File: src/sbpg_pkg.sv
// Shared types, codes and constants of the seeded buffer pattern generator.
package sbpg_pkg;

    localparam int unsigned LEN_W      = 21;
    localparam int unsigned FIFO_DEPTH = 2;

    localparam logic [1:0] MODE_ZERO = 2'd0;
    localparam logic [1:0] MODE_RAND = 2'd1;
    localparam logic [1:0] MODE_TEXT = 2'd2;

    localparam logic [1:0] REG_FILL_MODE    = 2'd0;
    localparam logic [1:0] REG_BASE_SEED    = 2'd1;
    localparam logic [1:0] REG_BUFFER_BYTES = 2'd2;
    localparam logic [1:0] REG_PREFIX_BYTES = 2'd3;

    localparam logic [1:0]       RST_FILL_MODE    = MODE_RAND;
    localparam logic [63:0]      RST_BASE_SEED    = 64'h9e37_79b9_7f4a_7c15;
    localparam logic [LEN_W-1:0] RST_BUFFER_BYTES = 21'd65536;
    localparam logic [LEN_W-1:0] RST_PREFIX_BYTES = 21'd65536;

    localparam logic [63:0] MIX_GOLDEN = 64'h9e37_79b9_7f4a_7c15;
    localparam logic [63:0] MIX_MUL_A  = 64'hbf58_476d_1ce4_e5b9;
    localparam logic [63:0] MIX_MUL_B  = 64'h94d0_49bb_1331_11eb;

    localparam logic [3:0] TEXT_CHARS_PER_WORD = 4'd10;
    localparam logic [7:0] TEXT_PAD_CHAR       = 8'h41;

    typedef enum logic {
        CMD_START = 1'b0,
        CMD_NEXT  = 1'b1
    } cmd_kind_t;

    typedef struct packed {
        logic        func;
        logic [63:0] sequence_req;
        logic [31:0] buffer_index;
    } in_item_t;

    typedef struct packed {
        logic [63:0] chunk_data;
        logic [3:0]  byte_count;
        logic        last;
    } out_item_t;

    typedef struct packed {
        cmd_kind_t        kind;
        logic [63:0]      seed;
        logic [1:0]       mode;
        logic [LEN_W-1:0] size;
        logic [LEN_W-1:0] prefix;
    } cmd_t;

    typedef struct packed {
        logic             done;
        logic [3:0][63:0] words;
    } mix_out_t;

    // base64url alphabet: A-Z, a-z, 0-9, '-', '_'
    function automatic logic [7:0] b64url_char(input logic [5:0] v);
        logic [7:0] r;
        if (v < 6'd26) begin
            r = 8'h41 + {2'b00, v};
        end else if (v < 6'd52) begin
            r = 8'h61 + {2'b00, v - 6'd26};
        end else if (v < 6'd62) begin
            r = 8'h30 + {2'b00, v - 6'd52};
        end else if (v == 6'd62) begin
            r = 8'h2d;
        end else begin
            r = 8'h5f;
        end
        return r;
    endfunction

endpackage

File: src/sbpg_cmd_fifo.sv
// Short command queue between front end and back end.
module sbpg_cmd_fifo (
    input  logic           aclk,
    input  logic           aresetn,
    input  logic           push,
    input  sbpg_pkg::cmd_t push_cmd,
    input  logic           pop,
    output sbpg_pkg::cmd_t head,
    output logic           empty,
    output logic           full
);

    localparam int unsigned PTR_W = (sbpg_pkg::FIFO_DEPTH > 1) ? $clog2(sbpg_pkg::FIFO_DEPTH) : 1;
    localparam int unsigned CNT_W = $clog2(sbpg_pkg::FIFO_DEPTH + 1);
    localparam logic [CNT_W-1:0] DEPTH_CNT = CNT_W'(sbpg_pkg::FIFO_DEPTH);
    localparam logic [PTR_W-1:0] LAST_PTR  = PTR_W'(sbpg_pkg::FIFO_DEPTH - 1);

    sbpg_pkg::cmd_t   entry_reg [sbpg_pkg::FIFO_DEPTH];
    logic [PTR_W-1:0] wr_ptr_reg;
    logic [PTR_W-1:0] rd_ptr_reg;
    logic [CNT_W-1:0] count_reg;

    assign empty = (count_reg == '0);
    assign full  = (count_reg == DEPTH_CNT);
    assign head  = entry_reg[rd_ptr_reg];

    always_ff @(posedge aclk) begin
        if (push) begin
            entry_reg[wr_ptr_reg] <= push_cmd;
        end
    end

    always_ff @(posedge aclk) begin
        if (!aresetn) begin
            wr_ptr_reg <= '0;
            rd_ptr_reg <= '0;
            count_reg  <= '0;
        end else begin
            if (push) begin
                wr_ptr_reg <= (wr_ptr_reg == LAST_PTR) ? '0 : wr_ptr_reg + PTR_W'(1);
            end
            if (pop) begin
                rd_ptr_reg <= (rd_ptr_reg == LAST_PTR) ? '0 : rd_ptr_reg + PTR_W'(1);
            end
            if (push && !pop) begin
                count_reg <= count_reg + CNT_W'(1);
            end else if (pop && !push) begin
                count_reg <= count_reg - CNT_W'(1);
            end
        end
    end

    a_no_push_full: assert property (@(posedge aclk) disable iff (!aresetn)
        (push && !pop) |-> !full)
        else $error("command queue overflow");

    a_no_pop_empty: assert property (@(posedge aclk) disable iff (!aresetn)
        pop |-> !empty)
        else $error("command queue underflow");

endmodule

File: config.mk
export PLATFORM = sky130hd
export DESIGN_NAME = sbpg_cmd_fifo
export DESIGN_NICKNAME = d
export VERILOG_FILES = /design/src/sbpg_pkg.sv /design/src/sbpg_cmd_fifo.sv
export SDC_FILE = /design/constraint.sdc
export NUM_CORES = 1
export LEC_CHECK = 0
export BUFFER_PORTS_ARGS = -buffer_cell sky130_fd_sc_hd__buf_2
export CORE_MARGIN = 3
export CORE_UTILIZATION = 52
export DETAILED_ROUTE_END_ITERATION = 8
export GPL_TIMING_DRIVEN = 1
export HOLD_SLACK_MARGIN = 0.15
export PLACE_DENSITY = 0.79
export SETUP_SLACK_MARGIN = 0.3
export SLEW_MARGIN = 20
export SYNTH_ARGS = -nofsm -noshare
export SYNTH_HDL_FRONTEND = slang
export SYNTH_SLANG_ARGS = --single-unit
File: constraint.sdc
create_clock -name aclk -period 6.6 [get_ports aclk]
set_input_delay 0.66 -clock aclk [delete_from_list [all_inputs] [get_ports aclk]]
set_output_delay 0.66 -clock aclk [all_outputs]
set_load 0.01 [all_outputs]
==> metrics.md <==
| Metric | Value |
|---|---|
| Outcome | `finished clean` |
| Vias in the first global route | `approximately 4400` |
| Post-synth EDFFs | `218` |
| Startpoint types | `flip-flop` |
| Post-synth ARST share | `0` |
| Leak | `between 3 and 4 nW` |
| Htree depth | `1` |
| Post-Route WL | `15300 µm` |
| Hold WC Path Type | `in2reg` |
| Post-Syn Area | `about 8000 µm²` |
| Dpl cells | `around 760` |
| Period minus WS final | `between 3 and 4 ns` |
| Die Area | `about 17000 µm²` |
| Clk_lat worst skew | `0.49 ns` |
| Final hold violations | `0` |
| Routed wire length per instance | `19.0 µm` |
| Hold buffer count at cts | `0` |
| Commonest non-fill, non-tap cells in the layout | `buf_2 (223), edfxtp_1 (218), mux2_2 (99)` |
| Power Dens Cells | `328 nW/µm²` |
| Most common cell after layout, fill and taps aside | `buf_2` |
| Post-synthesis mux area share | `0.156` |
| Post-route ant nets | `0` |
| Clock buffer depth | `3` |
| Setup TNS | `0 ns` |
| Die height | `131 µm` |
| Yosys top cell area share | `0.808` |
| Synth Area in Compound Gates | `0.00247` |
| Worst-margin pin slew | `between 0.8 and 0.9 ns` |
| Largest net degree at the start of global routing | `63` |
| Slew margin rel. | `0.421` |
| CTS tree | `done` |
| Crit end category | `primary output` |
| Final-layout fill cell count | `1032` |
| FP Rows | `45` |
| Gate power share | `0.091` |
| Number of max-cap violations | `0` |
| Number of buffers created by CTS | `23` |
| GRT overflow | `0` |
| Vias per cell | `~5.2` |
| Clock power share | `0.413` |
| Yosys top cell by area | `edfxtp_1` |
| Avg Synthesized Cell Area | `between 20 and 25 µm²` |
| Critical Path AT | `between 2 and 3 ns` |
| Ranking of synthesized cells by area | `edfxtp_1 (81%), mux2_2 (14%), mux2_4 (1.9%)` |
| WS Path Type | `reg2out` |
| Final worst setup slack | `3.25 ns` |
| Clk sink count | `223` |
| Psw | `roughly 700 µW` |
| Max reg flops | `218` |
| Share of cells above drive strength 1 | `0.611` |
| Ant diodes | `0` |
| Clock transition at path regs | `0.06 ns` |
| DRC viols | `0` |
| Main synth FF type | `edfxtp_1` |
| Gpl congestion | `between 0.7 and 0.8` |
| Area delta synth->final | `26.4%` |
| Initial antenna violation count | `0` |
| Reg power frac | `0.496` |
| Hold Path Depth | `1` |
| Nets@finish | `715` |
| Drt pass-1 iters | `4` |
| First-pass GRT wire length | `around 23000 µm` |
| DP Worst Slack | `~3.8 ns` |
| CP required | `~5.9 ns` |
| Simple-gate share of the synthesized area | `0.00664` |
| Core Region | `between 15000 and 20000 µm²` |
| IO Port Bufs | `~220` |
| Die Wd | `between 100 and 150 µm` |
| Final number of setup-violating endpoints | `0` |
| Fin util | `0.674` |
| Pint | `approximately 2.7 mW` |
| Final Slew Violations | `0` |
| Dpl hpwl | `9930 µm` |
| Synth cell types | `17` |
| DR vias | `roughly 4200` |
| CTS resizes | `0` |
| Peak supply drop | `about 0.26 mV` |
| Hold_ws | `0.353 ns` |
| Sequential area share after synthesis | `0.820` |
| All-layer global routing usage | `0.170` |
| Post-CTS Setup Bufs | `0` |
| Max Freq | `slightly below 300 MHz` |
| Period utilisation layout | `0.508` |
| Layout Cells excl Fill | `a little over 800` |
| Top-Level Pins | `approximately 220` |
| Worst-path maximum fanout | `61` |
| RSZ-0062 raised after global routing | `false` |
| Clock Skew | `0.00617 ns` |
| Mapped Cells | `around 360` |
| Adder-cell area share of the yosys netlist | `0.00154` |
| Syn nets | `between 400 and 500` |
| DRT iter0 DRCs | `~260` |
| Switch share | `0.207` |
| Initial core utilization | `0.533` |
| Largest family of logic cells by synthesized area | `multiplexers` |
| R2R cell count | `2` |
| XOR/XNOR Fraction of Synth Area | `0.00324` |
| Synthesis Warnings | `0` |
| Seq cells post-synth | `223` |
| CTS root buffer | `clkbuf_16` |
[synthesized netlist by cell type (2+ instances only)]
cell type,instances
xor2_1,2
mux2_4,10
and2_1,4
edfxtp_1,218
mux2_2,99
dfxtp_1,5
buf_6,3
nor2b_1,3
buf_2,9
[kinds of logic (layout without fill, tap and decap cells)]
kind of cell / Yosys count / count (layout)
buffers and inverters: 13 / 269
flip-flops: 223 / 223
XOR/XNOR: 3 / 3
AO/OA/AOI/OAI: 3 / 3
adder cells (fa/ha/maj): 1 / 1
multiplexers: 109 / 109
AND/OR/NAND/NOR: 9 / 9
[per-stage QoR]
| step | power (mW) | cell area (µm²) |
|---|---|---|
| after floorplan | 1.87 | 8110 |
| after global placement | 1.99 | 9420 |
| after detailed placement | 2.00 | 9420 |
| after CTS | 3.39 | 10200 |
| after global routing | 3.48 | 10200 |
| final | 3.36 | 10200 |
[power by group through the flow]
stage	Sequential (mW)	Clock, mW	Combinational [mW]
3_3_place_gp	1.69	0	0.298
5_1_grt	1.67	1.47	0.331
4_1_cts	1.67	1.41	0.310
2_1_floorplan	1.69	0	0.185
6_report	1.67	1.39	0.304
3_5_place_dp	1.70	0	0.307
[cell type report]
| cell class | instances | area, µm² | share of cell area |
|---|---|---|---|
| flip-flops and latches | 223 | 6650 | 0.649 |
| well taps | 188 | 235 | 0.0229 |
| clock inverters | 16 | 244 | 0.0238 |
| inverters | 1 | 3.75 | 0.000366 |
| clock buffers | 25 | 583 | 0.0569 |
| multi-input cells | 125 | 1390 | 0.135 |
| repair buffers | 227 | 1150 | 0.112 |
[final timing paths]
path                 from                to  slack, ns
max             flip-flop          head[44]       3.25
min          push_cmd[89]  entry_reg[0][89]       0.35
max reg2reg    wr_ptr_reg  entry_reg[1][17]       4.37
min reg2reg  count_reg[1]      count_reg[1]       0.53
[worst max-delay path: stages (launching register included)]
cell and delay, ns:
dfxtp_4 0.77, buf_4 0.75, mux2_2 0.42, buf_2 0.15
[per-layer routing]
| layer | global-route usage | wire length, µm | up-vias |
|---|---|---|---|
| li1 | - | - | 1912 |
| met1 | 0.196 | 5600 | 2067 |
| met2 | 0.304 | 7990 | 168 |
| met3 | 0.0573 | 1410 | 26 |
| met4 | 0.0454 | 293 | 0 |
| met5 | 0 | 0 | - |
Power figures use the tool's default switching activity.
