<file path="src/sbpg_pkg.sv">
// Shared types, codes and constants of the seeded buffer pattern generator.
package sbpg_pkg;

    localparam int unsigned LEN_W      = 21;
    localparam int unsigned FIFO_DEPTH = 2;

    localparam logic [1:0] MODE_ZERO = 2'd0;
    localparam logic [1:0] MODE_RAND = 2'd1;
    localparam logic [1:0] MODE_TEXT = 2'd2;

    localparam logic [1:0] REG_FILL_MODE    = 2'd0;
    localparam logic [1:0] REG_BASE_SEED    = 2'd1;
    localparam logic [1:0] REG_BUFFER_BYTES = 2'd2;
    localparam logic [1:0] REG_PREFIX_BYTES = 2'd3;

    localparam logic [1:0]       RST_FILL_MODE    = MODE_RAND;
    localparam logic [63:0]      RST_BASE_SEED    = 64'h9e37_79b9_7f4a_7c15;
    localparam logic [LEN_W-1:0] RST_BUFFER_BYTES = 21'd65536;
    localparam logic [LEN_W-1:0] RST_PREFIX_BYTES = 21'd65536;

    localparam logic [63:0] MIX_GOLDEN = 64'h9e37_79b9_7f4a_7c15;
    localparam logic [63:0] MIX_MUL_A  = 64'hbf58_476d_1ce4_e5b9;
    localparam logic [63:0] MIX_MUL_B  = 64'h94d0_49bb_1331_11eb;

    localparam logic [3:0] TEXT_CHARS_PER_WORD = 4'd10;
    localparam logic [7:0] TEXT_PAD_CHAR       = 8'h41;

    typedef enum logic {
        CMD_START = 1'b0,
        CMD_NEXT  = 1'b1
    } cmd_kind_t;

    typedef struct packed {
        logic        func;
        logic [63:0] sequence_req;
        logic [31:0] buffer_index;
    } in_item_t;

    typedef struct packed {
        logic [63:0] chunk_data;
        logic [3:0]  byte_count;
        logic        last;
    } out_item_t;

    typedef struct packed {
        cmd_kind_t        kind;
        logic [63:0]      seed;
        logic [1:0]       mode;
        logic [LEN_W-1:0] size;
        logic [LEN_W-1:0] prefix;
    } cmd_t;

    typedef struct packed {
        logic             done;
        logic [3:0][63:0] words;
    } mix_out_t;

    // base64url alphabet: A-Z, a-z, 0-9, '-', '_'
    function automatic logic [7:0] b64url_char(input logic [5:0] v);
        logic [7:0] r;
        if (v < 6'd26) begin
            r = 8'h41 + {2'b00, v};
        end else if (v < 6'd52) begin
            r = 8'h61 + {2'b00, v - 6'd26};
        end else if (v < 6'd62) begin
            r = 8'h30 + {2'b00, v - 6'd52};
        end else if (v == 6'd62) begin
            r = 8'h2d;
        end else begin
            r = 8'h5f;
        end
        return r;
    endfunction

endpackage

</file>
<file path="src/sbpg_mix.sv">
// Seeding unit: four chained splitmix64 rounds on one shared 32x32 multiplier.
module sbpg_mix (
    input  logic               aclk,
    input  logic               aresetn,
    input  logic               start,
    input  logic [63:0]        seed,
    output sbpg_pkg::mix_out_t mix_o
);

    typedef enum logic [4:0] {
        M_IDLE = 5'b00001,
        M_PRE  = 5'b00010,
        M_MUL  = 5'b00100,
        M_MID  = 5'b01000,
        M_POST = 5'b10000
    } mix_state_t;

    mix_state_t       state_reg;
    logic [63:0]      v_reg;
    logic [63:0]      acc_reg;
    logic [1:0]       ph_reg;
    logic             second_reg;
    logic [1:0]       round_reg;
    logic             done_reg;
    logic [3:0][63:0] words_reg;

    logic [63:0] mul_k;
    logic [31:0] op_a;
    logic [31:0] op_b;
    logic [63:0] prod;
    logic [63:0] pre_sum;
    logic [63:0] post_word;

    assign mul_k = second_reg ? sbpg_pkg::MIX_MUL_B : sbpg_pkg::MIX_MUL_A;

    // Low 64 bits of v * k from three partial products
    always_comb begin
        case (ph_reg)
            2'd0:    begin op_a = v_reg[31:0];  op_b = mul_k[31:0];  end
            2'd1:    begin op_a = v_reg[31:0];  op_b = mul_k[63:32]; end
            default: begin op_a = v_reg[63:32]; op_b = mul_k[31:0];  end
        endcase
        prod = {32'h0, op_a} * {32'h0, op_b};
    end

    assign pre_sum   = v_reg + sbpg_pkg::MIX_GOLDEN;
    assign post_word = v_reg ^ (v_reg >> 31);

    always_ff @(posedge aclk) begin
        if (!aresetn) begin
            state_reg <= M_IDLE;
            done_reg  <= 1'b0;
        end else begin
            done_reg <= (state_reg == M_POST) && (round_reg == 2'd3);
            unique case (state_reg)
                M_IDLE: begin
                    if (start) begin
                        state_reg <= M_PRE;
                    end
                end
                M_PRE:  state_reg <= M_MUL;
                M_MUL: begin
                    if (ph_reg == 2'd2) begin
                        state_reg <= second_reg ? M_POST : M_MID;
                    end
                end
                M_MID:  state_reg <= M_MUL;
                M_POST: begin
                    if (round_reg == 2'd3) begin
                        state_reg <= M_IDLE;
                    end else begin
                        state_reg <= M_PRE;
                    end
                end
                default: state_reg <= M_IDLE;
            endcase
        end
    end

    always_ff @(posedge aclk) begin
        unique case (state_reg)
            M_IDLE: begin
                v_reg     <= seed;
                round_reg <= 2'd0;
            end
            M_PRE: begin
                v_reg      <= pre_sum ^ (pre_sum >> 30);
                second_reg <= 1'b0;
                ph_reg     <= 2'd0;
            end
            M_MUL: begin
                if (ph_reg == 2'd0) begin
                    acc_reg <= prod;
                    ph_reg  <= 2'd1;
                end else if (ph_reg == 2'd1) begin
                    acc_reg[63:32] <= acc_reg[63:32] + prod[31:0];
                    ph_reg         <= 2'd2;
                end else begin
                    v_reg <= {acc_reg[63:32] + prod[31:0], acc_reg[31:0]};
                end
            end
            M_MID: begin
                v_reg      <= v_reg ^ (v_reg >> 27);
                second_reg <= 1'b1;
                ph_reg     <= 2'd0;
            end
            M_POST: begin
                // Shift in so the first round ends up in word 0
                v_reg     <= post_word;
                words_reg <= {post_word, words_reg[3:1]};
                round_reg <= round_reg + 2'd1;
            end
            default: ;
        endcase
    end

    assign mix_o.done  = done_reg;
    assign mix_o.words = words_reg;

endmodule

</file>
<file path="config.mk">
export PLATFORM = sky130hd
export DESIGN_NAME = sbpg_mix
export DESIGN_NICKNAME = d
export VERILOG_FILES = /design/src/sbpg_pkg.sv /design/src/sbpg_mix.sv
export SDC_FILE = /design/constraint.sdc
export NUM_CORES = 2
export LEC_CHECK = 0
export BUFFER_PORTS_ARGS = -buffer_cell sky130_fd_sc_hd__buf_4
export CAP_MARGIN = 20
export CORE_UTILIZATION = 40
export CTS_BUF_LIST = sky130_fd_sc_hd__clkbuf_2
export DETAILED_ROUTE_END_ITERATION = 8
export SLEW_MARGIN = 0
export SYNTH_ARGS = -nofsm -noshare
export SYNTH_HDL_FRONTEND = slang
export SYNTH_SLANG_ARGS = --single-unit
</file>
<file path="constraint.sdc">
create_clock -name aclk -period 18.3 [get_ports aclk]
set_input_delay 2.745 -clock aclk [delete_from_list [all_inputs] [get_ports aclk]]
set_output_delay 2.745 -clock aclk [all_outputs]
set_load 0.005 [all_outputs]
</file>
==> results.md <==
- In the final routed layout, each cell accounts on average for about 27 µm.
- Leaving out fill and tap cells, the most frequent cell in the layout is inv_1.
- The post-synthesis compound-gate area fraction is around 8.6%.
- The row count is 126.
- The number of distinct library cells after synthesis is 87.
- The largest family of logic cells by synthesized area is adder cells.
- The required time at the endpoint of the critical path is 19.20 ns.
- The number of optimization iterations in the first detailed-route pass is 7.
- The count of final max-slew check failures is 0.
- In this run the remaining antenna-violating nets after routing total 0.
- The final count of hold timing violations is 0.
- The register with the most flip-flops in the layout has 256 of them.
- The ratio of routed vias to standard cells is around 5.5.
- The core region is between 100,000 and 150,000 µm².
- After synthesis the cells add up to roughly 48,000 µm².
- The number of antenna violations at the first check in global routing was 10.
- The share of synthesized cell area in full adder, half adder and majority cells is between 40% and 50%.
- The utilization after layout is between 40% and 50%.
- Across the run, the number of max-cap violations was 0.
- The clock reaches the later pin of the worst-skew pair after 1.15 ns.
- For this run, design rule violations remaining after detail routing come to 0.
- From left edge to right edge, the die measures between 300 and 400 µm.
- Setup violations remaining at the end of the flow were counted as 0.
- A synthesized cell averages roughly 10 µm².
- Leaving out fill and tap cells, the most frequent cells in the layout are inv_1 (979), fa_1 (809), edfxtp_1 (389), buf_4 (378), ha_1 (375).
- The start point of the critical path is ph_reg[1]$_SDFFCE_PP0P_.
- The setup skew after layout is about 0.11 ns.
- In the final design database the tool counted about 6,100 nets.
- The timing-limited maximum frequency is 82.98 MHz.
- For this run, the number of Yosys warnings is 0.
- The synthesized net count is between 5,000 and 6,000.
- The initial utilization of the core area, before any placement, comes to 40.35%.
- After layout, the worst path uses between 60% and 70% of the clock period.
- The hold slack is about 0.44 ns.
- The CTS tree is yes.
- The area growth from synthesis to layout is 10.68%.
- After clock tree synthesis, the setup repair step added 0 buffers.
- The I/O pin count is ~320.
- The die span in y is between 300 and 400 µm.
- The via count of the first global-routing pass is between 30,000 and 40,000.
- Of the synthesized area, sequential elements account for roughly 25%.
- After global routing the overflow that remains totals 0.
- The top flip-flop cell by instance count after synthesis is edfxtp_1.
- The largest fanout on the critical path is 62.
- The depth of the most critical reg-to-reg path is 40.
- The total negative setup slack is 0 ns.
- Setup repair after global routing left no endpoint under its margin.
- In this run the worst hold path is classified as reg -> reg.
- Routability-driven placement finished with a final weighted congestion of 0.9989.
- The delay of the slowest critical-path stage is 0.74 ns.
- The proportion of layout cells with a drive suffix above 1 is between 10% and 20%.
- The slowest cell on the critical path is buf_4.
- The transition time at the pin with the least slew margin is 1.010 ns.
- The proportion of synthesized area in mux cells is less than 1%.
- The smallest clock period supported by the final layout is computed as around 12 ns.
- The number of cells produced by synthesis is around 4,500.
- The end of the worst register-to-register path is v_reg[63]$_DFFE_PP_.
- No sink is reached through more buffers than the 3 on the longest clock path.
- Counting flops with a built-in enable in the synthesized netlist gives around 390.
- The global routing usage summed across all routing layers is slightly below 30%.
- The worst register-to-register path has a setup slack of between 6 and 7 ns.
- For this run, asynchronously set or reset flops after synthesis account for 0%.
- The master cell of the clock root buffer is clkbuf_2.
- The total of flip-flops plus latches after synthesis is slightly below 400.
- Once the clock tree was built, the resizer swapped 0 gates to a different size.
- STA classifies the critical path startpoint as a flop.
- The synthesized netlist devotes 4.661% of its cell area to XOR and XNOR gates.
- At the worst endpoint, the arrival time is between 10 and 15 ns.
- The area fraction in and, or, nand and nor cells after synthesis is between 8 and 9%.
- The launch instance of the worst register-to-register path is ph_reg[1]$_SDFFCE_PP0P_.
- The routed design has roughly 180 mm of wire.
- The number of buffers inserted during clock tree synthesis is between 90 and 100.
- The sort of element at the end of the critical path is a flop.
- The termination of the worst setup path is v_reg[63]$_DFFE_PP_.
- The number of vias after detailed routing is approximately 35,000.
- The first global-routing pass estimated between 200 and 300 mm of wire.
- The run finished with clean final reports.
- The clock tree synthesis step divided the H-tree into 3 levels.
- CTS saw between 300 and 400 sinks.
- The final HPWL from detailed placement is roughly 150 mm.
- The setup path with the least slack is of type reg -> reg.
- The number of violations reported at the end of detailed-routing iteration 0 is 3,640.
- The number of buffers inserted by port buffering is approximately 320.
- The die area is between 100,000 and 150,000 µm².
- The clock transition at the register clock pins on the worst setup and hold paths after CTS is between 0.1 and 0.15 ns.
- The count of hold-fix buffers inserted at cts is 0.
- The maximum number of pins on one net before global-route repair is between 100 and 150.
- The headroom to the max-slew limit is 30.71%.
-- Yosys cell counts, types with 12 or more instances --
cell type | instances | area, µm²
inv_1 | 980 | 3679
fa_1 | 809 | 16200
edfxtp_1 | 389 | 11680
ha_1 | 375 | 4692
nor2_1 | 346 | 1299
nand2_1 | 261 | 979.7
o21ai_0 | 187 | 935.9
a21oi_1 | 149 | 745.7
clkbuf_1 | 145 | 544.3
xnor2_1 | 130 | 1139
xor2_1 | 121 | 1060
a21o_1 | 69 | 518.0
and2_1 | 42 | 262.8
nand2b_1 | 35 | 219.0
nor3_1 | 35 | 175.2
a221oi_1 | 32 | 280.3
nand3_1 | 27 | 135.1
nand4_1 | 23 | 143.9
buf_2 | 21 | 105.1
o21ai_1 | 21 | 105.1
mux2_2 | 20 | 225.2
o21bai_1 | 20 | 150.1
a22oi_1 | 18 | 135.1
a31oi_1 | 18 | 112.6
and3_1 | 18 | 112.6
nor2b_1 | 17 | 106.4
or2_2 | 14 | 87.58
o22ai_1 | 13 | 81.33
o31ai_1 | 13 | 97.59
mux2i_1 | 12 | 120.1
or3_1 | 12 | 75.07
-- worst min-delay path by stage --
stage | slack (ns) | depth (start not counted) | endpoint | start
2_1_floorplan | 0.42 | 0 | mix_o[231]$_DFFE_PP_ | v_reg[39]$_DFFE_PP_
3_3_place_gp | 0.43 | 0 | mix_o[139]$_DFFE_PP_ | mix_o[203]$_DFFE_PP_
4_1_cts | 0.44 | 0 | mix_o[43]$_DFFE_PP_ | mix_o[107]$_DFFE_PP_
3_5_place_dp | 0.44 | 0 | mix_o[144]$_DFFE_PP_ | mix_o[208]$_DFFE_PP_
6_report | 0.44 | 0 | mix_o[161]$_DFFE_PP_ | mix_o[225]$_DFFE_PP_
5_1_grt | 0.45 | 0 | mix_o[184]$_DFFE_PP_ | mix_o[248]$_DFFE_PP_
-- layer usage --
metal	wire, µm	global-route usage [%]	vias up
met2	81330	46.76	1929
met5	11	0	-
met3	15420	5.641	357
li1	-	-	15170
met1	70690	38.68	17910
met4	8368	12.52	2
-- worst max-delay path, delay by kind of cell (launching register included) --
kind	cells	cell delay, ns
AND/OR/NAND/NOR	9	2.57
adder cells (fa/ha/maj)	10	4.36
flip-flops	1	0.54
XOR/XNOR	2	0.57
buffers and inverters	10	1.65
AO/OA/AOI/OAI	9	2.12
-- per-stage QoR --
stage	cells	setup slack [ns]	instance area (µm²)
2_1_floorplan	4538	8.505	47650
3_3_place_gp	6274	6.456	51810
3_5_place_dp	6276	6.219	51830
4_1_cts	6451	6.260	52720
5_1_grt	6453	5.606	52730
6_report	6456	6.249	52740
-- logic make-up after synthesis --
kind of cell	Yosys count
fa+ha+maj	1184
buf+inv	1164
simple gates	865
compound gates	644
flops	395
xor+xnor	252
mux	32
other cells	2
-- layout make-up --
type	instances	area [µm²]
Clock inverter	24	133.9
Fill cell	11360	65350
Tap cell	1536	1922
Multi-Input combinational cell	2979	31510
Timing Repair Buffer	381	2893
Inverter	985	3705
Sequential cell	395	11800
Antenna cell	5	12.51
Clock buffer	151	755.7
Power is not shown: default switching activity piles up to over one toggle a cycle in this logic, so the estimate is an artifact.
