==> config.mk <==
export PLATFORM = sky130hd
export DESIGN_NAME = sbpg_front
export DESIGN_NICKNAME = d
export VERILOG_FILES = /design/src/sbpg_pkg.sv /design/src/sbpg_front.sv
export SDC_FILE = /design/constraint.sdc
export NUM_CORES = 1
export LEC_CHECK = 0
export BUFFER_PORTS_ARGS = -buffer_cell sky130_fd_sc_hd__buf_2
export CAP_MARGIN = 10
export CORE_MARGIN = 4
export CORE_UTILIZATION = 40
export DETAILED_ROUTE_END_ITERATION = 8
export HOLD_SLACK_MARGIN = 0.05
export PLACE_DENSITY_LB_ADDON = 0.3
export SLEW_MARGIN = 20
export SYNTH_ARGS = -nofsm -noshare
export SYNTH_HDL_FRONTEND = slang
export SYNTH_SLANG_ARGS = --single-unit
==> constraint.sdc <==
create_clock -name aclk -period 3.8 [get_ports aclk]
set_input_delay 0.38 -clock aclk [delete_from_list [all_inputs] [get_ports aclk]]
set_output_delay 0.38 -clock aclk [all_outputs]
set_load 0.02 [all_outputs]
==> src/sbpg_pkg.sv <==
// Shared types, codes and constants of the seeded buffer pattern generator.
package sbpg_pkg;

    localparam int unsigned LEN_W      = 21;
    localparam int unsigned FIFO_DEPTH = 2;

    localparam logic [1:0] MODE_ZERO = 2'd0;
    localparam logic [1:0] MODE_RAND = 2'd1;
    localparam logic [1:0] MODE_TEXT = 2'd2;

    localparam logic [1:0] REG_FILL_MODE    = 2'd0;
    localparam logic [1:0] REG_BASE_SEED    = 2'd1;
    localparam logic [1:0] REG_BUFFER_BYTES = 2'd2;
    localparam logic [1:0] REG_PREFIX_BYTES = 2'd3;

    localparam logic [1:0]       RST_FILL_MODE    = MODE_RAND;
    localparam logic [63:0]      RST_BASE_SEED    = 64'h9e37_79b9_7f4a_7c15;
    localparam logic [LEN_W-1:0] RST_BUFFER_BYTES = 21'd65536;
    localparam logic [LEN_W-1:0] RST_PREFIX_BYTES = 21'd65536;

    localparam logic [63:0] MIX_GOLDEN = 64'h9e37_79b9_7f4a_7c15;
    localparam logic [63:0] MIX_MUL_A  = 64'hbf58_476d_1ce4_e5b9;
    localparam logic [63:0] MIX_MUL_B  = 64'h94d0_49bb_1331_11eb;

    localparam logic [3:0] TEXT_CHARS_PER_WORD = 4'd10;
    localparam logic [7:0] TEXT_PAD_CHAR       = 8'h41;

    typedef enum logic {
        CMD_START = 1'b0,
        CMD_NEXT  = 1'b1
    } cmd_kind_t;

    typedef struct packed {
        logic        func;
        logic [63:0] sequence_req;
        logic [31:0] buffer_index;
    } in_item_t;

    typedef struct packed {
        logic [63:0] chunk_data;
        logic [3:0]  byte_count;
        logic        last;
    } out_item_t;

    typedef struct packed {
        cmd_kind_t        kind;
        logic [63:0]      seed;
        logic [1:0]       mode;
        logic [LEN_W-1:0] size;
        logic [LEN_W-1:0] prefix;
    } cmd_t;

    typedef struct packed {
        logic             done;
        logic [3:0][63:0] words;
    } mix_out_t;

    // base64url alphabet: A-Z, a-z, 0-9, '-', '_'
    function automatic logic [7:0] b64url_char(input logic [5:0] v);
        logic [7:0] r;
        if (v < 6'd26) begin
            r = 8'h41 + {2'b00, v};
        end else if (v < 6'd52) begin
            r = 8'h61 + {2'b00, v - 6'd26};
        end else if (v < 6'd62) begin
            r = 8'h30 + {2'b00, v - 6'd52};
        end else if (v == 6'd62) begin
            r = 8'h2d;
        end else begin
            r = 8'h5f;
        end
        return r;
    endfunction

endpackage

==> src/sbpg_front.sv <==
// Front end: configuration registers, item classification and start-command setup.
module sbpg_front #(
    parameter int unsigned MAX_BUFFER_BYTES = 1048576
) (
    input  logic                 aclk,
    input  logic                 aresetn,
    input  logic                 cfg_wr_en,
    input  logic [1:0]           cfg_index,
    input  logic [63:0]          cfg_wdata,
    input  sbpg_pkg::in_item_t   item,
    output sbpg_pkg::cmd_t       cmd
);

    localparam int unsigned LEN_MAX   = (1 << sbpg_pkg::LEN_W) - 1;
    localparam int unsigned MAX_CLAMP =
        (MAX_BUFFER_BYTES > LEN_MAX) ? LEN_MAX : MAX_BUFFER_BYTES;
    localparam logic [sbpg_pkg::LEN_W-1:0] MAX_LEN = sbpg_pkg::LEN_W'(MAX_CLAMP);

    logic [1:0]                 fill_mode_reg;
    logic [63:0]                base_seed_reg;
    logic [sbpg_pkg::LEN_W-1:0] buffer_bytes_reg;
    logic [sbpg_pkg::LEN_W-1:0] prefix_bytes_reg;
    logic [sbpg_pkg::LEN_W-1:0] size_clamped;
    logic [sbpg_pkg::LEN_W-1:0] prefix_clamped;

    always_ff @(posedge aclk) begin
        if (!aresetn) begin
            fill_mode_reg    <= sbpg_pkg::RST_FILL_MODE;
            base_seed_reg    <= sbpg_pkg::RST_BASE_SEED;
            buffer_bytes_reg <= sbpg_pkg::RST_BUFFER_BYTES;
            prefix_bytes_reg <= sbpg_pkg::RST_PREFIX_BYTES;
        end else if (cfg_wr_en) begin
            unique case (cfg_index)
                sbpg_pkg::REG_FILL_MODE:    fill_mode_reg    <= cfg_wdata[1:0];
                sbpg_pkg::REG_BASE_SEED:    base_seed_reg    <= cfg_wdata;
                sbpg_pkg::REG_BUFFER_BYTES: buffer_bytes_reg <= cfg_wdata[sbpg_pkg::LEN_W-1:0];
                sbpg_pkg::REG_PREFIX_BYTES: prefix_bytes_reg <= cfg_wdata[sbpg_pkg::LEN_W-1:0];
                default: ;
            endcase
        end
    end

    // Clamp size to 1..MAX and prefix to 1..size
    always_comb begin
        if (buffer_bytes_reg == '0) begin
            size_clamped = sbpg_pkg::LEN_W'(1);
        end else if (buffer_bytes_reg > MAX_LEN) begin
            size_clamped = MAX_LEN;
        end else begin
            size_clamped = buffer_bytes_reg;
        end
        if (prefix_bytes_reg == '0) begin
            prefix_clamped = sbpg_pkg::LEN_W'(1);
        end else if (prefix_bytes_reg > size_clamped) begin
            prefix_clamped = size_clamped;
        end else begin
            prefix_clamped = prefix_bytes_reg;
        end
    end

    always_comb begin
        cmd.kind   = item.func ? sbpg_pkg::CMD_NEXT : sbpg_pkg::CMD_START;
        cmd.seed   = base_seed_reg ^ item.sequence_req ^ {item.buffer_index, 32'h0};
        cmd.mode   = fill_mode_reg;
        cmd.size   = size_clamped;
        cmd.prefix = prefix_clamped;
    end

endmodule

==> results by group, run 1 <==
GRT
  – Overall Global Routing Usage: 21.3%
  – Global-route wire length before repair: 28100 um
  – Initial antenna violation count: 0
  – Vias in the first global route: 5602
  – Pin count of the biggest net entering global routing: 109
  – Grt ovf: 0

Floorplanning
  – Ports: 275
  – Area of the die: 0.0165 sq mm
  – Initial Util: 41.3%
  – Area of the core: 0.0140 sq mm
  – Die height: 128 um
  – Row cnt: 43
  – Die Wd: 128 um

Timing
  – Part of the cycle the worst path needs: 94.9%
  – Slew Limit Headroom: 34.1%
  – RSZ-0062 raised after global routing: false
  – Max Slew Vio Count: 0
  – Final min period: 3.61 ns
  – # setup viols final: 0
  – Final hold vios: 0
  – Setup_tns: 0 ns
  – Fmax: 0.277 GHz
  – Worst-Margin Slew: 0.989 ns
  – Worst Skew: 0 ns

Place
  – Gpl congestion: 0.936
  – DPL Wire Length: 13600 um
  – Placed cells: 1172
  – Port Buffers: 272

Logic synthesis
  – Yosys warning total: 0
  – Cells after synthesis: 753
  – Synth unique cells: 39
  – Syn Nets: 940
  – Post-Syn Area per Cell: 7.71 sq um
  – Sequential area share after synthesis: 37.2%
  – Post-Syn Area: 0.00581 sq mm
  – Flop and latch count out of synthesis: 108

Pwr
  – Pwr dens: 390 mW/mm^2
  – Pleak: 3.69 nW
  – Peak VDD IR: 0.000347 V
  – Final Power: 2.99 mW

Layout
  – Max reg flops: 64
  – Register area: 0.00216 sq mm
  – Commonest non-fill, non-tap cell in the layout: buf_2
  – Fin cells: 1187
  – Fillers: 1370
  – Commonest non-fill, non-tap cells in the layout: 272 x buf_2, 244 x nand2_1, 108 x dfxtp_1
  – # nets final: 1191
  – Area Growth Syn to Fin: 32.0%
  – Multi-input gate area: 0.00344 sq mm
  – Proportion of layout cells with a drive suffix above 1: 30.8%
  – N_diodes: 0

Clock tree
  – CTS tree: built
  – CTS clk-pin slew, worst paths: 0.07 ns
  – Clk_lat worst skew: 0.34 ns
  – CTS max path bufs: 2
  – Clock root buffer: clkbuf_16
  – Clock buffer count from CTS: 9
  – Depth of the CTS H-tree: 3
  – Hold-fix buffers at CTS: 0
  – CTS sink cnt: 108

Critical path
  – Worst Path Required: 3.42 ns
  – R2r worst-path depth: 3
  – Critical Path End: cmd[18]
  – Critical Setup Path Class: flop to output pin
  – CP startpoint kind: flop
  – Crit Reg-Reg Startpoint: buffer_bytes_reg[20]
  – Reg2reg setup slack: 3.04 ns
  – Maximum fanout along the worst path: 8
  – Reg-to-Reg End: buffer_bytes_reg[20]
  – Worst Setup End Kind: output pin
  – WP data arrival: 3.23 ns
  – Crit path from: buffer_bytes_reg[11]

Hold path
  – Hold Crit Class: primary input to flop

Routing
  – TritonRoute pass-1 iters: 5
  – Routed len/inst: 14.9 um
  – WL final: 17700 um
  – Vias post-DR: 5824
  – Residual DRC count: 0
  – Vias per cell: 4.91
  – DRT iter0 DRCs: 314
  – DRT antenna net count: 0

Job
  – Max Cap Viol: 0

Outcome
  – Outcome: finished clean
[area by class of cell]
type                            count  area share [%]
Timing Repair Buffer              282            18.8
Multi-Input combinational cell    579            44.9
Inverter                           24            1.18
Tap cell                          180            2.94
Sequential cell                   108            28.2
Clock inverter                      2           0.784
Clock buffer                       12            3.22
[routing by layer]
metal / global-route usage, % / part of all wire [%] / up-vias / wire (um)
met4: 4.81 / 1.6 / 0 / 276
met2: 36.2 / 48 / 209 / 8560
met3: 7.39 / 8.7 / 18 / 1540
li1: - / - / 2964 / -
met1: 26.2 / 41 / 2633 / 7320
met5: 0 / 0 / - / 0
[power breakdown]
group	leakage, nW	internal, mW	total [mW]	switching (mW)
Clock	0.149	0.589	0.992	0.402
Combinational	2.66	0.317	0.780	0.463
Sequential	0.881	1.18	1.22	0.0386
Total	3.69	2.08	2.99	0.904
[synthesized netlist by cell type]
cell type / n / area, sq um
clkbuf_1: 38 / 143
a21o_1: 2 / 15.0
nand2_2: 1 / 6.26
ha_1: 21 / 263
clkinv_1: 1 / 3.75
nand4_1: 4 / 25.0
o211ai_1: 1 / 7.51
o21ai_0: 18 / 90.1
and2_4: 1 / 8.76
buf_2: 3 / 15.0
mux2_2: 3 / 33.8
mux2i_1: 5 / 50.1
nand3b_1: 2 / 15.0
o31ai_1: 1 / 7.51
a21oi_1: 23 / 115
buf_4: 1 / 7.51
o21a_1: 1 / 7.51
nor4_1: 9 / 56.3
nand2_1: 244 / 916
o311ai_1: 1 / 8.76
nand3_1: 55 / 275
a2bb2oi_1: 1 / 8.76
nor4b_1: 1 / 8.76
and3b_1: 1 / 8.76
and3_1: 2 / 12.5
inv_1: 23 / 86.3
nor2_1: 10 / 37.5
nor3_1: 2 / 10.0
nor3b_1: 1 / 7.51
xnor2_1: 64 / 561
xor2_1: 32 / 280
or3_1: 1 / 6.26
and4_1: 2 / 17.5
and3_4: 1 / 11.3
or2_2: 1 / 6.26
a21boi_0: 66 / 495
nand3_2: 1 / 10.0
nor2b_1: 1 / 6.26
dfxtp_1: 108 / 2160
[cells by family after synthesis]
group,count (synthesis),synth area share [%]
compound gates,114,13.0
xor+xnor,96,14.5
mux,8,1.44
simple gates,340,24.9
flops,108,37.2
fa+ha+maj,21,4.53
buf+inv,66,4.40
[through the flow]
step	utilization, %	hold slack, ns	area, sq um	setup WS [ns]
global placement	52.0	0.451	7300	0.402
CTS	54.1	0.223	7600	0.0528
global route	54.6	0.236	7660	0.0169
finish	54.6	0.235	7660	0.193
floorplan	-	0.455	5810	0.545
detailed placement	52.0	0.460	7300	0.294
[how the worst min path moves through the flow]
stage,startpoint,cells past startpoint,to,slack [ns]
finish,cfg_wdata[53],3,base_seed_reg[53],0.24
global route,cfg_wdata[25],3,base_seed_reg[25],0.24
global placement,fill_mode_reg[0],2,fill_mode_reg[0],0.45
CTS,cfg_wdata[25],3,base_seed_reg[25],0.22
detailed placement,fill_mode_reg[0],2,fill_mode_reg[0],0.46
floorplan,base_seed_reg[15],2,base_seed_reg[15],0.46
[critical path, stage by stage, from the launching register on]
cell and delay (ns):
dfxtp_1 0.35, nor4_4 0.29, nand3_1 0.15, o21ai_2 0.23, nand2_1 0.11, ha_1 0.32
nand4_1 0.18, buf_4 0.15, a2bb2oi_1 0.24, nand3_2 0.16, nand2_4 0.18, mux2i_1 0.31
buf_2 0.22
[what timing repair did]
action	4_1_cts	5_1_grt
pin swaps	0	3
gates resized for setup	2	11
endpoints found under the setup margin	20	21
hold endpoints to repair	0	0
buffers inserted	0	1
(Power assumes the default switching activity.)
==> run 2: changes to the inputs <==
- CTS_BUF_LIST: not set -> sky130_fd_sc_hd__clkbuf_16
==> results by group, run 2 (same netlist as run 1, synthesis figures left out) <==
Outcome
  – Outcome: finished clean

Layout
  – Commonest non-fill, non-tap cells in the layout: 272 x buf_2, 244 x nand2_1, 108 x dfxtp_1
  – Commonest non-fill, non-tap cell in the layout: buf_2
  – Area Growth Syn to Fin: 31.8%
  – Max reg flops: 64 (unchanged)
  – Proportion of layout cells with a drive suffix above 1: 30.7% (-0.099 points)
  – N_diodes: 0 (unchanged)
  – # nets final: 1191 (unchanged)

Timing
  – RSZ-0062 raised after global routing: false
  – # setup viols final: 0 (unchanged)
  – Slew Limit Headroom: 34.0% (about the same)
  – Worst Skew: 0 ns (unchanged)
  – Part of the cycle the worst path needs: 94.9% (about the same)
  – Fmax: 0.277 GHz (about the same)
  – Final hold vios: 0 (unchanged)
  – Final min period: 3.61 ns (+0.0000360 ns)
  – Setup_tns: 0 ns (unchanged)
  – Max Slew Vio Count: 0 (unchanged)
  – Worst-Margin Slew: 0.990 ns (+0.000332 ns)

Place
  – Port Buffers: 272 (unchanged)
  – DPL Wire Length: 13600 um (unchanged)
  – Gpl congestion: 0.936 (unchanged)

Critical path
  – R2r worst-path depth: 3 (unchanged)
  – CP max-delay cell: dfxtp_1
  – WP depth: 12 (unchanged)
  – Largest delay share family, worst path: simple AND/OR/NAND/NOR gates
  – Worst Path Required: 3.42 ns (about the same)
  – WP data arrival: 3.23 ns (about the same)
  – Crit path from: buffer_bytes_reg[11]
  – Slowest stage delay, CP: 0.35 ns (about the same)
  – Maximum fanout along the worst path: 8 (unchanged)
  – CP startpoint kind: flop
  – Crit Reg-Reg Startpoint: buffer_bytes_reg[20]
  – CP Cell Sequence: nor4_4 > nand3_1 > o21ai_2 > nand2_1 > ha_1 > nand4_1 > buf_4 > a2bb2oi_1 > nand3_2 > nand2_4 > mux2i_1 > buf_2
  – WP buf/inv: 2 (unchanged)
  – Worst Setup End Kind: output pin
  – Critical Setup Path Class: flop to output pin

Job
  – Max Cap Viol: 0 (unchanged)

Clock tree
  – CTS sink cnt: 108 (unchanged)
  – Depth of the CTS H-tree: 3 (unchanged)
  – Clock root buffer: clkbuf_16
  – Clock buffer count from CTS: 9 (unchanged)
  – CTS tree: built
  – CTS max path bufs: 2 (unchanged)
  – Clk_lat worst skew: 0.34 ns (about the same)
  – CTS clk-pin slew, worst paths: 0.07 ns (about the same)

Routing
  – Vias per cell: 4.90 (about the same)
  – TritonRoute pass-1 iters: 5 (unchanged)
  – DRT iter0 DRCs: 315 (+0.32%)
  – DRT antenna net count: 0 (unchanged)
  – Vias post-DR: 5822 (-0.034%)
  – Routed len/inst: 14.9 um (about the same)
  – WL final: 17700 um (about the same)
  – Residual DRC count: 0 (unchanged)

Pwr
  – Pleak: 3.69 nW (about the same)
  – Net switching power: 903 uW (about the same)
  – Final Power: 2.96 mW (-0.88%)
  – Sequential Power Share: 41.1% (+0.4 points)
  – Peak VDD IR: 0.000338 V (-2.7%)
  – Logic pwr share: 26.3% (+0.2 points)
  – Clock Power Share: 32.6% (-0.6 points)
  – Net Sw Frac: 30.5% (+0.25 points)
  – Pwr dens: 387 mW/mm^2 (-0.75%)
  – Pint: 2.06 mW (-1.2%)

Hold path
  – Hold Crit Depth: 3 (unchanged)
  – Hold Startpoint: cfg_wdata[53]
  – Hold Crit Class: primary input to flop

Floorplanning
  – Die height: 128 um (unchanged)
  – Die Wd: 128 um (unchanged)
  – Area of the die: 0.0165 sq mm (unchanged)
  – Initial Util: 41.3% (unchanged)
  – Row cnt: 43 (unchanged)
  – Ports: 275 (unchanged)
  – Area of the core: 0.0140 sq mm (unchanged)

GRT
  – Pin count of the biggest net entering global routing: 109 (unchanged)
  – Overall Global Routing Usage: 21.3% (unchanged)
  – Initial antenna violation count: 0 (unchanged)
  – Global-route wire length before repair: 28100 um (unchanged)
  – Vias in the first global route: 5602 (unchanged)
  – Grt ovf: 0 (unchanged)
[run 2: cell count changes in the layout (fill, tap and decap cells not counted), sizes merged]
cell | previous run | this run
inv | 23 | 25
clkbuf | 12 | 9
clkinv | 1 | 2
[run 2: power groups by stage]
stage | combinational, mW | sequential [mW] | clock [mW]
6_report | 0.780 | 1.22 | 0.965
5_1_grt | 0.854 | 1.22 | 1.05
4_1_cts | 0.766 | 1.22 | 0.991
3_5_place_dp | 0.762 | 1.24 | 0
3_3_place_gp | 0.755 | 1.24 | 0
2_1_floorplan | 0.479 | 1.23 | 0
[run 2: area by class of cell]
type	count	area, sq um
clock buffer	9	225
clock inverter	5	71.3
fill	1371	6390
inverter	24	90.1
multi-input combinational	579	3440
sequential	108	2160
tap	180	225
timing repair buffer	282	1440
[run 2: timing repair]
| item | CTS | global route |
|---|---|---|
| pin swaps | 0 | 3 |
| setup endpoints to repair | 20 | 21 |
| setup buffers | 0 | 1 |
| hold buffers | 0 | 0 |
| resized for setup | 2 | 11 |
[run 2: worst paths after layout]
kind,slack [ns],endpoint
worst min register to register,0.47,fill_mode_reg[0]
worst min-delay path,0.24,base_seed_reg[53]
worst max register to register,3.04,buffer_bytes_reg[20]
worst max-delay path,0.19,cmd[18]
[run 2: worst register-to-register path, delay by kind of cell (launching register included)]
| family | cells | cell delay [ns] |
|---|---|---|
| DFF | 1 | 0.33 |
| buffers and inverters | 1 | 0.15 |
| AOI/OAI and AO/OA | 1 | 0.15 |
| and+or+nand+nor | 1 | 0.05 |
[run 2: per-layer routing]
layer | global-route usage [%] | part of all wire [%] | wire, um | vias to the layer above
li1 | - | - | - | 2964
met1 | 26.2 | 41 | 7320 | 2631
met5 | 0 | 0 | 0 | -
met3 | 7.39 | 8.7 | 1540 | 18
met4 | 4.81 | 1.6 | 276 | 0
met2 | 36.2 | 48 | 8560 | 209
[run 2: per-stage QoR]
step                      utilization [%]  worst slack (ns)  hold WS [ns]  cells  cell area (sq um)
after floorplan                         -             0.545         0.455    753               5810
after global placement               52.0             0.402         0.451   1172               7300
after detailed placement             52.0             0.294         0.460   1172               7300
after CTS                            54.1            0.0528         0.223   1186               7590
after global routing                 54.5            0.0169         0.235   1187               7650
final                                54.5             0.193         0.235   1187               7650
